**src/rtl/i2cm_pkg.sv**
```systemverilog
// Package for the I2C master bit engine: command codes, field widths,
// engine state type and segment count table. No dependencies.
package i2cm_pkg;

    localparam int ACT_W   = 4;
    localparam int BYTE_W  = 8;
    localparam int HALF_W  = 16;
    localparam int PHASE_W = 6;

    localparam logic [HALF_W-1:0] HALF_RESET = 16'd250;

    typedef enum logic [ACT_W-1:0] {
        CMD_IDLE    = 4'd0,
        CMD_START   = 4'd1,
        CMD_STOP    = 4'd2,
        CMD_WRITE   = 4'd3,
        CMD_READ    = 4'd4,
        CMD_WAITACK = 4'd5,
        CMD_ACK     = 4'd6,
        CMD_NACK    = 4'd7,
        CMD_PROBE   = 4'd8
    } t_cmd;

    // pin levels and data that segments modify
    typedef struct packed {
        logic              scl;
        logic              sda;
        logic [BYTE_W-1:0] shift;
        logic              ack;
    } t_eng;

    function automatic logic [PHASE_W-1:0] seg_count(input t_cmd c);
        case (c)
            CMD_START:   seg_count = 6'd3;
            CMD_STOP:    seg_count = 6'd2;
            CMD_WRITE:   seg_count = 6'd16;
            CMD_READ:    seg_count = 6'd16;
            CMD_WAITACK: seg_count = 6'd3;
            CMD_ACK:     seg_count = 6'd3;
            CMD_NACK:    seg_count = 6'd3;
            CMD_PROBE:   seg_count = 6'd24;
            default:     seg_count = 6'd0;
        endcase
    endfunction

endpackage

```
**src/rtl/i2cm_req_if.sv**
```systemverilog
// Request channel of the I2C master bit engine: one tick with line samples
// and an optional command. Depends on i2cm_pkg.
interface i2cm_req_if;
    import i2cm_pkg::*;

    logic                valid;
    logic                ready;
    logic [ACT_W-1:0]    action;
    logic [BYTE_W-1:0]   data_byte;
    logic                sda_sample;
    logic                scl_sample;

    modport source (output valid, action, data_byte, sda_sample, scl_sample, input ready);
    modport sink   (input valid, action, data_byte, sda_sample, scl_sample, output ready);
endinterface

```
**src/rtl/i2cm_res_if.sv**
```systemverilog
// Result channel of the I2C master bit engine: pin drives and status per tick.
// Depends on i2cm_pkg.
interface i2cm_res_if;
    import i2cm_pkg::*;

    logic                valid;
    logic                ready;
    logic                scl_drive;
    logic                sda_drive;
    logic                busy_res;
    logic                done_res;
    logic [BYTE_W-1:0]   read_data;
    logic                no_ack;

    modport source (output valid, scl_drive, sda_drive, busy_res, done_res, read_data, no_ack,
                    input ready);
    modport sink   (input valid, scl_drive, sda_drive, busy_res, done_res, read_data, no_ack,
                    output ready);
endinterface

```
**src/rtl/i2c_master_bit_engine_top.sv**
```systemverilog
// I2C master bit engine top level: input register, segment sequencer, result register.
// Depends on i2cm_pkg, i2cm_req_if, i2cm_res_if.
//
//  channel   dir  handshake          payload
//  i_req     in   valid/ready        action, data_byte, sda_sample, scl_sample
//  o_res     out  valid/ready        scl_drive, sda_drive, busy_res, done_res, read_data, no_ack
//  cfg       in   i_cfg_we           i_cfg_wdata = half_period_ticks
//
// One request per cycle sustained while o_res is not stalled; a result passes the input register
// and then the result register around the sequencer before it is offered.
// Synchronous active-low reset; half period returns to 250, pins to released.
// A stalled result register holds the input register, which then deasserts ready.
module i2c_master_bit_engine_top (
    input  logic                         i_clk,
    input  logic                         i_rst_n,
    input  logic                         i_cfg_we,
    input  logic [i2cm_pkg::HALF_W-1:0]  i_cfg_wdata,
    i2cm_req_if.sink                     i_req,
    i2cm_res_if.source                   o_res
);
    import i2cm_pkg::*;

    logic                w_half_zero;
    logic [HALF_W-1:0]   r_half_ticks;

    logic                r_in_valid;
    logic [ACT_W-1:0]    r_act;
    logic [BYTE_W-1:0]   r_dbyte;
    logic                r_sda_in;
    logic                r_scl_in;

    t_cmd                r_cmd,   n_cmd;
    logic [PHASE_W-1:0]  r_phase, n_phase;
    logic [HALF_W-1:0]   r_timer, n_timer;
    t_eng                r_eng,   n_eng;
    logic [BYTE_W-1:0]   r_read,  n_read;
    logic                n_done;

    logic                r_out_valid;
    logic                w_adv;
    logic                w_step;
    logic [HALF_W-1:0]   w_load;
    logic [PHASE_W-1:0]  w_next_phase;
    logic                w_act_ok;

    function automatic t_eng seg_start(input t_eng s, input logic [PHASE_W-1:0] k);
        t_eng r;
        r = s;
        if (k == 6'd0) begin
            r.scl = 1'b1;
            r.sda = 1'b1;
        end else if (k == 6'd1) begin
            r.sda = 1'b0;
        end else begin
            r.scl = 1'b0;
        end
        return r;
    endfunction

    function automatic t_eng seg_stop(input t_eng s, input logic [PHASE_W-1:0] k);
        t_eng r;
        r = s;
        if (k == 6'd0) begin
            r.sda = 1'b0;
            r.scl = 1'b1;
        end else begin
            r.sda = 1'b1;
        end
        return r;
    endfunction

    function automatic t_eng seg_write(input t_eng s, input logic [PHASE_W-1:0] k);
        t_eng r;
        r = s;
        if (!k[0]) begin
            if (k != 6'd0) r.scl = 1'b0;
            r.sda = s.shift[BYTE_W-1];
        end else begin
            r.scl   = 1'b1;
            r.shift = {s.shift[BYTE_W-2:0], 1'b0};
        end
        return r;
    endfunction

    function automatic t_eng seg_read(input t_eng s, input logic [PHASE_W-1:0] k,
                                      input logic sda_in);
        t_eng r;
        r = s;
        if (!k[0]) begin
            r.scl = 1'b1;
        end else begin
            r.shift = {s.shift[BYTE_W-2:0], sda_in};
            r.scl   = 1'b0;
        end
        return r;
    endfunction

    function automatic t_eng seg_wack(input t_eng s, input logic [PHASE_W-1:0] k,
                                      input logic sda_in);
        t_eng r;
        r = s;
        if (k == 6'd0) begin
            r.sda = 1'b1;
        end else if (k == 6'd1) begin
            r.scl = 1'b1;
        end else begin
            r.ack = sda_in;
            r.scl = 1'b0;
        end
        return r;
    endfunction

    function automatic t_eng seg_clock(input t_eng s, input logic [PHASE_W-1:0] k,
                                       input logic first_sda);
        t_eng r;
        r = s;
        if (k == 6'd0) begin
            r.sda = first_sda;
        end else if (k == 6'd1) begin
            r.scl = 1'b1;
        end else begin
            r.scl = 1'b0;
        end
        return r;
    endfunction

    function automatic t_eng apply_seg(input t_cmd c, input logic [PHASE_W-1:0] k,
                                       input logic sda_in, input t_eng s);
        t_eng r;
        r = s;
        case (c)
            CMD_START:   r = seg_start(s, k);
            CMD_STOP:    r = seg_stop(s, k);
            CMD_WRITE:   r = seg_write(s, k);
            CMD_READ:    r = seg_read(s, k, sda_in);
            CMD_WAITACK: r = seg_wack(s, k, sda_in);
            CMD_ACK:     r = seg_clock(s, k, 1'b0);
            CMD_NACK:    r = seg_clock(s, k, 1'b1);
            CMD_PROBE: begin
                if (k < 6'd3) begin
                    r = seg_start(s, k);
                end else if (k < 6'd19) begin
                    r = seg_write(s, k - 6'd3);
                end else if (k < 6'd22) begin
                    if (k == 6'd19) begin
                        r.scl = 1'b0;
                        r.sda = 1'b1;
                    end
                    r = seg_wack(r, k - 6'd19, sda_in);
                end else begin
                    r = seg_stop(s, k - 6'd22);
                end
            end
            default:     r = s;
        endcase
        return r;
    endfunction

    // handshake
    assign w_adv       = !r_out_valid || o_res.ready;
    assign i_req.ready = !r_in_valid || w_adv;
    assign w_step      = r_in_valid && w_adv;

    always_ff @(posedge i_clk) begin
        if (!i_rst_n) begin
            r_half_ticks <= HALF_RESET;
        end else if (i_cfg_we) begin
            r_half_ticks <= i_cfg_wdata;
        end
    end
    assign w_half_zero = (r_half_ticks == '0);

    always_ff @(posedge i_clk) begin
        if (!i_rst_n) begin
            r_in_valid <= 1'b0;
        end else if (i_req.ready) begin
            r_in_valid <= i_req.valid;
        end
    end

    always_ff @(posedge i_clk) begin
        if (i_req.ready && i_req.valid) begin
            r_act    <= i_req.action;
            r_dbyte  <= i_req.data_byte;
            r_sda_in <= i_req.sda_sample;
            r_scl_in <= i_req.scl_sample;
        end
    end

    assign w_load       = w_half_zero ? '0 : r_half_ticks - 16'd1;
    assign w_next_phase = r_phase + 6'd1;
    assign w_act_ok     = (r_act >= ACT_W'(CMD_START)) && (r_act <= ACT_W'(CMD_PROBE));

    // next command, phase, timer and done flag
    always_comb begin
        n_cmd   = r_cmd;
        n_phase = r_phase;
        n_timer = r_timer;
        n_done  = 1'b0;
        if (r_cmd == CMD_IDLE) begin
            if (w_act_ok) begin
                if (t_cmd'(r_act) == CMD_PROBE && !(r_sda_in && r_scl_in)) begin
                    n_done = 1'b1;
                end else begin
                    n_cmd   = t_cmd'(r_act);
                    n_phase = '0;
                    n_timer = w_load;
                end
            end
        end else if (r_timer != '0) begin
            n_timer = r_timer - 16'd1;
        end else if (w_next_phase < seg_count(r_cmd)) begin
            n_phase = w_next_phase;
            n_timer = w_load;
        end else begin
            n_cmd   = CMD_IDLE;
            n_phase = '0;
            n_done  = 1'b1;
        end
    end

    // pins and data
    always_comb begin
        t_eng s;
        s      = r_eng;
        n_eng  = r_eng;
        n_read = r_read;
        if (r_cmd == CMD_IDLE) begin
            if (w_act_ok) begin
                if (t_cmd'(r_act) == CMD_PROBE && !(r_sda_in && r_scl_in)) begin
                    n_eng.ack = 1'b1;
                end else begin
                    if (t_cmd'(r_act) == CMD_WRITE || t_cmd'(r_act) == CMD_PROBE) begin
                        s.shift = r_dbyte;
                    end else if (t_cmd'(r_act) == CMD_READ) begin
                        s.shift = '0;
                    end
                    n_eng = apply_seg(t_cmd'(r_act), '0, r_sda_in, s);
                end
            end
        end else if (r_timer == '0) begin
            if (w_next_phase < seg_count(r_cmd)) begin
                n_eng = apply_seg(r_cmd, w_next_phase, r_sda_in, r_eng);
            end else if (r_cmd == CMD_WRITE) begin
                n_eng.scl = 1'b0;
                n_eng.sda = 1'b1;
            end else if (r_cmd == CMD_ACK) begin
                n_eng.sda = 1'b1;
            end else if (r_cmd == CMD_READ) begin
                n_read = r_eng.shift;
            end
        end
    end

    always_ff @(posedge i_clk) begin
        if (!i_rst_n) begin
            r_cmd       <= CMD_IDLE;
            r_phase     <= '0;
            r_timer     <= '0;
            r_eng       <= '{scl: 1'b1, sda: 1'b1, shift: '0, ack: 1'b0};
            r_read      <= '0;
            r_out_valid <= 1'b0;
        end else begin
            if (w_adv) begin
                r_out_valid <= r_in_valid;
            end
            if (w_step) begin
                r_cmd   <= n_cmd;
                r_phase <= n_phase;
                r_timer <= n_timer;
                r_eng   <= n_eng;
                r_read  <= n_read;
            end
        end
    end

    always_ff @(posedge i_clk) begin
        if (w_step) begin
            o_res.scl_drive <= n_eng.scl;
            o_res.sda_drive <= n_eng.sda;
            o_res.busy_res  <= (n_cmd != CMD_IDLE);
            o_res.done_res  <= n_done;
            o_res.read_data <= n_read;
            o_res.no_ack    <= n_eng.ack;
        end
    end

    assign o_res.valid = r_out_valid;

    a_done_not_busy: assert property (@(posedge i_clk) disable iff (!i_rst_n)
        (o_res.valid && o_res.done_res) |-> !o_res.busy_res)
        else $error("done result reports busy");

    a_idle_timer_zero: assert property (@(posedge i_clk) disable iff (!i_rst_n)
        (r_cmd == CMD_IDLE) |-> (r_timer == '0))
        else $error("half timer running while idle");

    a_phase_range: assert property (@(posedge i_clk) disable iff (!i_rst_n)
        (r_cmd != CMD_IDLE) |-> (r_phase < seg_count(r_cmd)))
        else $error("segment index beyond command length");

    a_step_result: assert property (@(posedge i_clk) disable iff (!i_rst_n)
        w_step |=> r_out_valid)
        else $error("processed request produced no result");

endmodule
```
**src/flat_wrapper.sv**
```systemverilog
// flat-port wrapper written by rule: the top's interface ports become plain ports
module i2c_master_bit_engine_top_flat import i2cm_pkg::*;
  (i_clk, i_rst_n, i_cfg_we, i_cfg_wdata, i_req_valid, i_req_action, i_req_data_byte, i_req_sda_sample, i_req_scl_sample, i_req_ready, o_res_valid, o_res_scl_drive, o_res_sda_drive, o_res_busy_res, o_res_done_res, o_res_read_data, o_res_no_ack, o_res_ready);
  i2cm_req_if i_req_i ();
  i2cm_res_if o_res_i ();
  input  logic i_clk;
  input  logic i_rst_n;
  input  logic i_cfg_we;
  input  logic [i2cm_pkg::HALF_W-1:0] i_cfg_wdata;
  input wire logic [$bits(i_req_i.valid)-1:0] i_req_valid;
  input wire logic [$bits(i_req_i.action)-1:0] i_req_action;
  input wire logic [$bits(i_req_i.data_byte)-1:0] i_req_data_byte;
  input wire logic [$bits(i_req_i.sda_sample)-1:0] i_req_sda_sample;
  input wire logic [$bits(i_req_i.scl_sample)-1:0] i_req_scl_sample;
  output wire logic [$bits(i_req_i.ready)-1:0] i_req_ready;
  output wire logic [$bits(o_res_i.valid)-1:0] o_res_valid;
  output wire logic [$bits(o_res_i.scl_drive)-1:0] o_res_scl_drive;
  output wire logic [$bits(o_res_i.sda_drive)-1:0] o_res_sda_drive;
  output wire logic [$bits(o_res_i.busy_res)-1:0] o_res_busy_res;
  output wire logic [$bits(o_res_i.done_res)-1:0] o_res_done_res;
  output wire logic [$bits(o_res_i.read_data)-1:0] o_res_read_data;
  output wire logic [$bits(o_res_i.no_ack)-1:0] o_res_no_ack;
  input wire logic [$bits(o_res_i.ready)-1:0] o_res_ready;
  assign i_req_i.valid = i_req_valid;
  assign i_req_i.action = i_req_action;
  assign i_req_i.data_byte = i_req_data_byte;
  assign i_req_i.sda_sample = i_req_sda_sample;
  assign i_req_i.scl_sample = i_req_scl_sample;
  assign i_req_ready = i_req_i.ready;
  assign o_res_valid = o_res_i.valid;
  assign o_res_scl_drive = o_res_i.scl_drive;
  assign o_res_sda_drive = o_res_i.sda_drive;
  assign o_res_busy_res = o_res_i.busy_res;
  assign o_res_done_res = o_res_i.done_res;
  assign o_res_read_data = o_res_i.read_data;
  assign o_res_no_ack = o_res_i.no_ack;
  assign o_res_i.ready = o_res_ready;
  i2c_master_bit_engine_top u_core (.i_clk(i_clk), .i_rst_n(i_rst_n), .i_cfg_we(i_cfg_we), .i_cfg_wdata(i_cfg_wdata), .i_req(i_req_i), .o_res(o_res_i));
endmodule
```
**config.mk**
```make
export PLATFORM = sky130hd
export DESIGN_NAME = i2c_master_bit_engine_top_flat
export DESIGN_NICKNAME = d
export VERILOG_FILES = /design/src/rtl/i2cm_pkg.sv /design/src/rtl/i2cm_req_if.sv /design/src/rtl/i2cm_res_if.sv /design/src/rtl/i2c_master_bit_engine_top.sv /design/src/flat_wrapper.sv
export SDC_FILE = /design/constraint.sdc
export NUM_CORES = 1
export LEC_CHECK = 0
export BUFFER_PORTS_ARGS = -buffer_cell sky130_fd_sc_hd__buf_4
export CORE_ASPECT_RATIO = 0.75
export CORE_MARGIN = 2
export CORE_UTILIZATION = 35
export DETAILED_ROUTE_END_ITERATION = 12
export SLEW_MARGIN = 20
export SYNTH_ARGS = -nofsm -noshare
export SYNTH_HDL_FRONTEND = slang
export SYNTH_SLANG_ARGS = --single-unit
```
**constraint.sdc**
```tcl
create_clock -name i_clk -period 4.8 [get_ports i_clk]
set_input_delay 0.48 -clock i_clk [delete_from_list [all_inputs] [get_ports i_clk]]
set_output_delay 0.48 -clock i_clk [all_outputs]
set_load 0.05 [all_outputs]
```
## Yosys cells after proc, flatten, opt, wreduce, memory -nomap -nowiden

Memory sizes are Yosys's and may differ from the RTL's. A register that Yosys moved wholly into a read port is not among the register bits.
Cells that the tools add are included.

| cells by class | value |
|---|---|
| $add $sub $neg | 6 |
| multipliers | 0 |
| divide/modulo/power cells | 0 |
| order comparisons | 7 |
| eq/ne operators | 32 |
| shift operators | 0 |
| mux-type cells | 81 |
| bitwise gates (word level) | 0 |
| reductions and logical operators | 30 |

Operators by type and width:

| cell | number |
|---|---|
| two-way mux 16 bit | 6 |
| two-way mux 8 bit | 11 |
| one-hot mux 11 bit (8 select lines) | 1 |
| two-way mux 11 bit | 6 |
| one-hot mux 11 bit (6 select lines) | 1 |
| two-way mux 6 bit | 9 |
| two-way mux 4 bit | 9 |
| two-way mux 1 bit | 33 |
| == test 4 x 3 -> 1 bit (second input constant) | 8 |
| logical NOT 16 bit | 2 |
| subtractor 16 x 1 -> 16 bit (second input constant) | 2 |
| logical NOT 6 bit | 3 |
| == test 4 x 2 -> 1 bit (second input constant) | 4 |
| AND reduction 16 bit | 1 |
| nonzero test 16 bit | 1 |
| != test 2 x 1 -> 1 bit (second input constant) | 7 |
| == test 6 x 1 -> 1 bit (second input constant) | 2 |
| less-than comparator 6 x 5 -> 1 bit (second input constant) | 2 |
| less-than comparator 6 bit | 2 |
| != test 3 x 1 -> 1 bit (second input constant) | 4 |
| nonzero test 6 bit | 2 |
| subtractor 6 x 5 -> 6 bit (second input constant) | 2 |
| two-way mux 10 bit | 1 |
| two-way mux 9 bit | 1 |
| other kinds (20) | 36 |

| storage, ports and cells | value |
|---|---|
| bits in registers | 90 |
| latch bits | 0 |
| RAM bits | 0 |
| ROM bits | 128 |
| bits of input ports | 35 |
| output and inout bits | 15 |
| logic and storage cells | 179 |
| memories kept | 2 |

Memory list:

| name | words | bits a word | read ports | clocked after Yosys merged registers in | write ports | line | text |
|---|---|---|---|---|---|---|---|
| (no name shown) | 16 | 4 | 1 | 1 | 0 | i2cm_pkg.sv:33 | `case (c)` |
| (no name shown) | 16 | 4 | 1 | 1 | 0 | i2cm_pkg.sv:33 |  |

## Logic depth before layout (Yosys ltp)

| depth | value |
|---|---|
| depth in word-level cells | 12 |
| mapped depth | 14 |
| depth with buffers taken out | 13 |

## Worst setup path after synthesis

Ideal clock, no wire load.

| timing path | value |
|---|---|
| kind | register to register |
| from | register u_core.r_phase[0] |
| to | register (tool-made name) |
| setup time | 117 ps |
| arrival time | 3227 ps |
| required time | 4683 ps |
| path slack | 1456 ps |
| stages on the path, launching flop included | 14 |
| buffers on the path | 2 |
| period minus slack after synthesis | 3344 ps |
| cells stage by stage | dfxtp_1 > buf_2 > inv_1 > ha_1 > ha_1 > a211oi_2 > o22ai_1 > o21ai_4 > nand2_2 > buf_2 > a311oi_1 > inv_1 > ha_1 > a22o_1 |

RTL lines:

| what | line | text |
|---|---|---|
| start, declared | i2c_master_bit_engine_top.sv:33 | `logic [PHASE_W-1:0] r_phase, n_phase;` |
| start signal, assigned | i2c_master_bit_engine_top.sv:269 | `r_phase <= n_phase;` |

==> impl_metrics.yaml <==
critical_path:
  crit_type: "reg2reg"
  cp-end-kind: "flop"
  required_ps: 5030
  arrival_ps: 4310
  crit_fanout: 19
  start_kind: "flop"
cts:
  cts_setup_buffers: 0
  clk_pin_slew_ps: 70
  post_cts_resized: 0
  clk_latency_ps: 340
  numCtsBuffers: 9
  cts_tree: "done"
  clock_sinks: 94
  htree_levels: 3
  ctsLongestPathBuffers: 2
  cts-root-buf: "clkbuf_16"
  postCtsHoldBufs: 0
final_layout:
  fin_nets: 735
  antenna_cells: 0
  syn_to_final_growth_pct: 14.6
  filler_cell_count: 1587
  postLayoutCellArea_um2: 6520
  layout_common_cells: "70 x nor2_1, 67 x dfxtp_1, 59 x nand2_1"
  drive_above_1_share: 0.156
  mostFrequentLayoutCell: "nor2_1"
  stdcell_count: 902
  fin_util: 0.409
timing:
  clock_skew_ps: 9.48
  rsz0062_at_grt: "no"
  relSlewSlack: 0.344
  tightest_slew_ps: 975
  finalMaxSlewViolations: 0
  fin_crit_sh: 0.850
  hold_viol_final: 0
  finalCriticalPeriod_ps: 4080
  setup_violations: 0
  max_freq_mhz: 245
  fin_tns_setup_ps: 0
global_routing:
  grt_max_degree: 50
  grt.overflow.total: 0
  antenna_found_initial: 0
  grt_pass1_wl_um: 23800
  grt_pass1_vias: 4623
  track_usage: 0.173
die:
  core_um2: 16000
  rows: 40
  die_height_um: 114
  die_w_um: 151
  dieArea_um2: 17300
  initial_core_util: 0.356
  io-pin-count: 50
hold_path:
  hp-class: "in2reg"
logic_synthesis:
  syn_avg_cell_area_um2: 8.65
  synth_edf_count: 27
  synth_area_um2: 5690
  synth-seq-cells: 94
  yosysWarnings: 0
  synthCells: 658
  synth_ff_type: "dfxtp_1"
  ys_async_sr_fraction: 0
  synth_cell_types: 79
  ys_seq_area_frac: 0.378
  syn-num-nets: 706
power:
  power-per-cell-area_nw_per_um2: 311
  vdd_drop_max_mv: 0.166
  leakage_nw: 2.36
outcome:
  status: "finished, final reports clean"
route:
  wl_per_cell_um: 16.4
  drt_first_iter_violations: 371
  dr.pass1.iters: 5
  finalWirelength_um: 14800
  vias: 5064
  via_per_inst: 5.61
  drc: 0
  final_antenna_net_count: 0
place:
  dp_hpwl_um: 10500
  dp_cells: 886
  dpl_cell_area_um2: 6200
  io_buffers: 49
  gp_congestion: 0.927
run:
  maxCapViolCount: 0
## worst max-delay path: stages (launching register included)
cell      delay (ps)
dfxtp_1          760
ha_1             720
nand3_1          240
xor2_1           190
buf_4            190
o22ai_1          120
o21ai_4          280
nand2_2          320
a311oi_1         520
inv_1            130
ha_1             310
a22o_1           200
## sequential cells by signal, indices dropped and copies added (netlist names), 4 cells and up, named ones only
signal / count
u_core.o_res.read_data: 8
u_core.r_act: 4
u_core.r_cmd: 4
u_core.r_dbyte: 8
u_core.r_eng: 11
u_core.r_half_ticks: 16
u_core.r_phase: 6
u_core.r_read: 8
u_core.r_timer: 16
## cell usage after synthesis (5+ instances only)
| master | n | share of area |
|---|---|---|
| clkbuf_1 | 16 | 0.011 |
| ha_1 | 13 | 0.029 |
| nand2_1 | 59 | 0.039 |
| edfxtp_1 | 27 | 0.14 |
| o22ai_1 | 11 | 0.012 |
| xnor2_1 | 11 | 0.017 |
| nor4_1 | 9 | 0.0099 |
| dfxtp_1 | 67 | 0.24 |
| o211ai_1 | 5 | 0.0066 |
| nor2_1 | 70 | 0.046 |
| o31ai_1 | 5 | 0.0066 |
| a22oi_1 | 7 | 0.0092 |
| buf_1 | 5 | 0.0033 |
| mux2_2 | 9 | 0.018 |
| mux2i_1 | 27 | 0.048 |
| a21oi_1 | 53 | 0.047 |
| nand2b_1 | 8 | 0.0088 |
| buf_2 | 14 | 0.012 |
| or4_1 | 5 | 0.0066 |
| nand4_1 | 7 | 0.0077 |
| nor3_1 | 23 | 0.020 |
| inv_1 | 26 | 0.017 |
| and2_1 | 9 | 0.0099 |
| a211oi_1 | 12 | 0.016 |
| xor2_1 | 6 | 0.0092 |
| nand3_1 | 23 | 0.020 |
| a31oi_1 | 10 | 0.011 |
| o21ai_0 | 30 | 0.026 |
## final timing paths
check | startpoint | to | slack [ps] | cells after the start
worst max-delay path | u_core.r_phase[0] | flop | 720 | 11
worst max register to register | u_core.r_phase[0] | flop | 720 | 11
worst min register to register | u_core.r_timer[13] | u_core.r_timer[13] | 490 | 2
worst min-delay path | i_req_data_byte[2] | u_core.r_dbyte[2] | 310 | 1
## power by group
part	internal [mW]	switching (mW)	leakage, nW
sequential	0.858	0.0441	0.803
combinational	0.133	0.225	1.40
clock	0.462	0.306	0.159
total	1.45	0.575	2.36
## cell families (layout without fill, tap and decap cells)
kind of cell             Yosys count  count (layout)  synth area share
multiplexers                      36              36            0.0653
XOR/XNOR                          19              19            0.0350
buffers and inverters             65              99            0.0488
AND/OR/NAND/NOR                  248             248             0.222
AO/OA/AOI/OAI                    183             183             0.222
adder cells (fa/ha/maj)           13              13            0.0286
flip-flops                        94              94             0.378
## layout make-up
type / instances / area [um2] / area share
Clock inverter: 6 / 93.8 / 0.0144
Tap cell: 210 / 263 / 0.0403
Clock buffer: 10 / 229 / 0.0351
Sequential cell: 94 / 2150 / 0.330
Inverter: 26 / 97.6 / 0.0150
Multi-Input combinational cell: 499 / 3260 / 0.500
Timing Repair Buffer: 57 / 428 / 0.0656
## through the flow
step	setup slack (ps)	total power [mW]	hold slack, ps
global route	416	2.13	289
global placement	997	1.27	462
detailed placement	824	1.27	484
floorplan	1460	1.17	449
CTS	798	2.05	294
finish	719	2.03	307
## layer usage
layer / track usage / up-vias / wire length, um
met1: 0.257 / 2431 / 7200
met2: 0.256 / 148 / 6530
met3: 0.0386 / 12 / 893
met5: 0 / - / 0
li1: - / 2473 / -
met4: 0.0368 / 0 / 125
Note: power is estimated with default switching activity, not from simulation.
